===== config.mk =====
export PLATFORM = sky130hd
export DESIGN_NAME = mp1d_ram
export DESIGN_NICKNAME = d
export VERILOG_FILES = /design/src/sv/mp1d_ram.sv
export SDC_FILE = /design/constraint.sdc
export NUM_CORES = 1
export LEC_CHECK = 0
export ABC_AREA = 1
export BUFFER_PORTS_ARGS = -buffer_cell sky130_fd_sc_hd__buf_2
export CORE_ASPECT_RATIO = 0.8
export CORE_MARGIN = 3
export CORE_UTILIZATION = 33
export DETAILED_ROUTE_END_ITERATION = 7
export PLACE_DENSITY = 0.54
export SYNTH_ARGS = -nofsm -noshare
export SYNTH_HDL_FRONTEND = slang
export SYNTH_SLANG_ARGS = --single-unit

===== constraint.sdc =====
create_clock -name clk -period 1.09 [get_ports clk]
set_input_delay 0.0545 -clock clk [delete_from_list [all_inputs] [get_ports clk]]
set_output_delay 0.0545 -clock clk [all_outputs]
set_load 0.02 [all_outputs]

===== src/sv/mp1d_ram.sv =====
`timescale 1ns / 1ps

module mp1d_ram #(
  parameter int WIDTH = 8,
  parameter int DEPTH = 16
) (
  input  logic                     clk,
  input  logic                     we,
  input  logic [$clog2(DEPTH)-1:0] waddr,
  input  logic [WIDTH-1:0]         wdata,
  input  logic                     re,
  input  logic [$clog2(DEPTH)-1:0] raddr,
  output logic [WIDTH-1:0]         rdata
);

  logic [WIDTH-1:0] mem [DEPTH];

  always_ff @(posedge clk) begin
    if (we) begin
      mem[waddr] <= wdata;
    end
    if (re) begin
      rdata <= mem[raddr];
    end
  end

endmodule


# After elaboration in Yosys (flattened, before gate mapping)
# Memories as Yosys holds them, arrays and structs flattened. A register that Yosys moved wholly into a read port is not among the register bits.
# Cells that the tools add are included.
[word_totals] memories=1 input_bits=19 ramBits=128 latchBits=0 mem_bits_ro=0 out_inout_bits=8 ff_bits=0
[memory_table] memory="mem" words=16 word_bits=8 read_ports=1 rd_ports_with_merged_regs=1 write_ports=1 line="16" rtl="logic [WIDTH-1:0] mem [DEPTH];"
[classes] n_div=0 n_eq_ne=0 n_mux=2 shift=0 add_sub_neg=0 magnitude_cmp=0 n_bitwise=0 mul=0 reduce_logical=0
[op_table] operator="two-way mux 1 bit" n=2

# Logic depth before layout (Yosys ltp)
[logic_depth] depth_word=2 mapped_depth=8 ltp_nobuf=7

# Worst setup path after synthesis
# No wires, ideal clock.
[synth_path] path_kind="input to register" startpoint="in waddr[3]" endpoint="mem mem[4][0], enable pin" path_slack_ns=0.085 cell_stages=2 required_ns=0.720 arrival_ns=0.635 path_cell_list="nand3b_1 -> nor2_1"
[synth_rtl] element="from (decl)" line="9" rtl="input logic [$clog2(DEPTH)-1:0] waddr,"
[synth_rtl] element="to (decl)" line="16"
# Straight into the memory's write port.

# Worst setup path after layout
[layout_path] startpoint="reg rdata[6] (read register of mem)" endpoint="out rdata[6]"
[layout_rtl] element="from (decl)" line="13" rtl="output logic [WIDTH-1:0] rdata"
# No word-level cell between the ends.

==> impl_results.md <==
- Sequential area share after synthesis: 69.8%
- Area enclosed by the die boundary: 19400 um^2
- Worst IR drop on VDD: 1.06 mV
- Clock tree from TritonCTS: done
- Register bit total from synthesis: 136
- DIE WIDTH: 155 um
- Routability cong.: 0.775
- Main flop type after synthesis: sky130_fd_sc_hd__edfxtp_1
- Length of the first detailed-routing pass in iterations: 4
- Worst-Margin Slew: 408 ps
- Share of Yosys cell area claimed by the top area cell type: 69.8%
- Mapped cell area: 5850 um^2
- Critical path buffers and inverters: 1
- R2R depth: 6
- Top cells by area in the synthesized netlist: sky130_fd_sc_hd__edfxtp_1 70%, sky130_fd_sc_hd__nand2_1 11%, sky130_fd_sc_hd__nand3_1 8.3%, sky130_fd_sc_hd__inv_1 6.4%, sky130_fd_sc_hd__buf_6 1.2%
- Worst Setup Slack, final: -41.4 ps
- Startpoint-to-endpoint class of the critical path: reg -> out
- Number of buffer cells added on primary ports: 26
- Result of the run: finished, violations left
- Net count after synthesis: 570
- Share of layout cells above drive strength 1: 17.6%
- Root buffer cell: sky130_fd_sc_hd__clkbuf_16
- Number of core rows: 42
- RSZ-0062 raised after global routing: yes
- Worst Path Arrival: 1080 ps
- Power per standard cell area: 1860 nW/um^2
- Delay of the slowest critical-path stage: 480 ps
- Number of global-route vias before repair: 3821
- GR Overflow Total: 0
- Overall Global Routing Usage: 14.5%
- Die height: 125 um
- Number of failing setup endpoints in the final timing report: 2
- Clock skew: 7.60 ps
- Biggest fanout along the worst timing path: 1
- Synth warnings: 0
- Hold buffers post-CTS: 0
- Async set-or-reset flop fraction in the synthesized netlist: 0%
- Buffers inserted by post-CTS timing repair: 0
- Final core utilization: 42.4%
- Maximum achievable frequency: 884 MHz
- EDFF count, synth: 136
- Pin count of the biggest net entering global routing: 58
- CTS clk-pin slew, worst paths: 60 ps
- Max_slew headroom: 72.8%
- CTS sink cnt: 136
- Cell with the largest stage delay on the worst path: sky130_fd_sc_hd__edfxtp_1
- Class of the tightest hold or removal check: in -> reg
- HPWL after DPL: 8.74 mm
- Number of antenna violations at the first check in global routing: 0
- Buffers from clock root to sink, at most: 2
- Initial Util: 34.4%
- Clock period minus final worst setup slack: 1130 ps
- Total via count after detailed routing: 3891
- IO Pins: 27
- Layout overhead on the synthesized area: 23.2%
- Wire length of the first global-routing pass: 21.3 mm
- Reported max-cap violation count: 0
- Largest delay share family, worst path: flip-flops
- # placed instances: 801
- Mapped Cells: 551
- Final count of hold timing violations: 0
- CTS H-tree depth: 4
- Most instantiated library cell after synthesis: sky130_fd_sc_hd__nand2_1
- Synth unique cells: 11
- Mean area per synthesized cell: 10.6 um^2
- Floorplan Core Area: 17000 um^2
- Clock latency reported for the late side of the worst-skew pair: 410 ps
- Count of non-filler cells in the finished layout: 833
- Violations in the final reports: negative setup slack
- Capturing element type of the critical path: output pin
- Pleak: 3.08 nW
- CTS Buf Count: 17
- Number of antenna diodes: 0
- Post-detailed-route via-to-cell ratio: 4.67
- CP cell instances: buf_6
- Worst path required time: 1040 ps
- Initial DRC count: 280
- Avg WL per Cell: 15.9 um
- Number of instances on the worst hold path: 1
- Max-slew violation count: 0
- Crit path depth: 1
- Cell taking the most area after synthesis: sky130_fd_sc_hd__edfxtp_1
- Number of nets with antenna violations after routing: 0
- Total wire length: 13.3 mm
- Count of unresolved DRC violations after routing: 0
- Most frequent cells after synthesis: 173 x sky130_fd_sc_hd__nand2_1, 136 x sky130_fd_sc_hd__edfxtp_1, 100 x sky130_fd_sc_hd__inv_1, 97 x sky130_fd_sc_hd__nand3_1, 17 x sky130_fd_sc_hd__nor2_1
- Share of the clock period used by the worst path: 104%
- Net count reported at finish: 619
- Critical path launch point type: register
## final cells by class
type,count,area [um^2]
flip-flops and latches,136,4080
well taps,220,275
clock inverters,12,246
clock buffers,20,437
repair buffers,54,453
inverters,102,383
multi-input cells,289,1330
fillers,1632,9770
## stage by stage
stage | worst slack (ps) | hold WS [ps] | cell area, um^2 | TNS [ps] | power (W)
2_1_floorplan | 84.7 | 153 | 5850 | 0 | 0.00647
3_3_place_gp | -114 | 454 | 6370 | -463 | 0.00679
3_5_place_dp | -132 | 454 | 6370 | -584 | 0.00680
4_1_cts | -46.6 | 26.6 | 7100 | -97.7 | 0.0135
5_1_grt | -52.8 | 28.4 | 7200 | -268 | 0.0139
6_report | -41.4 | 35.2 | 7200 | -57.6 | 0.0134
## where the power goes
group	switching, W	total [W]	internal [W]
logic	0.000529	0.000808	0.000280
registers	0.0000458	0.00594	0.00589
clock network	0.00214	0.00666	0.00452
total	0.00271	0.0134	0.0107
## worst paths after layout
| kind | startpoint | endpoint | slack (ps) |
|---|---|---|---|
| hold reg to reg | mem[2][0] | rdata[0] | 740 |
| setup reg to reg | mem[5][4] | rdata[4] | 40 |
| hold / removal | wdata[2] | mem[11][2] | 40 |
| setup / recovery | rdata[6] | rdata[6] | -40 |
## layer usage
metal / GRT usage, % / wire length, um
met4: 4.05 / 140
met1: 21.7 / 6300
met3: 3.77 / 1120
met5: 0 / 0
met2: 20.9 / 5720
## logic make-up after synthesis
group	Yosys count	synth area share, %
and+or+nand+nor	289	20.8
DFF	136	69.8
buffers and inverters	126	9.39
## cells in the final DEF, fill, tap and decap left out, drive strengths merged
cell | netlist | routed
inv | 102 | 103
edfxtp | 136 | 136
bufinv | 0 | 7
nor2 | 17 | 17
clkinv | 0 | 2
nand3b | 2 | 2
clkinvlp | 0 | 2
clkbuf | 0 | 20
nand2 | 173 | 173
nand3 | 97 | 97
buf | 24 | 54
## registers in the layout (all words and copies together), names as in the netlist
signal,cells
rdata,8
mem,128
## what timing repair did
item / in CTS / in global routing
pin swaps: 0 / 31
endpoints found under the setup margin: 7 / 14
resized for setup: 12 / 24
hold endpoints to repair: 0 / 0
(Power assumes the default switching activity.)
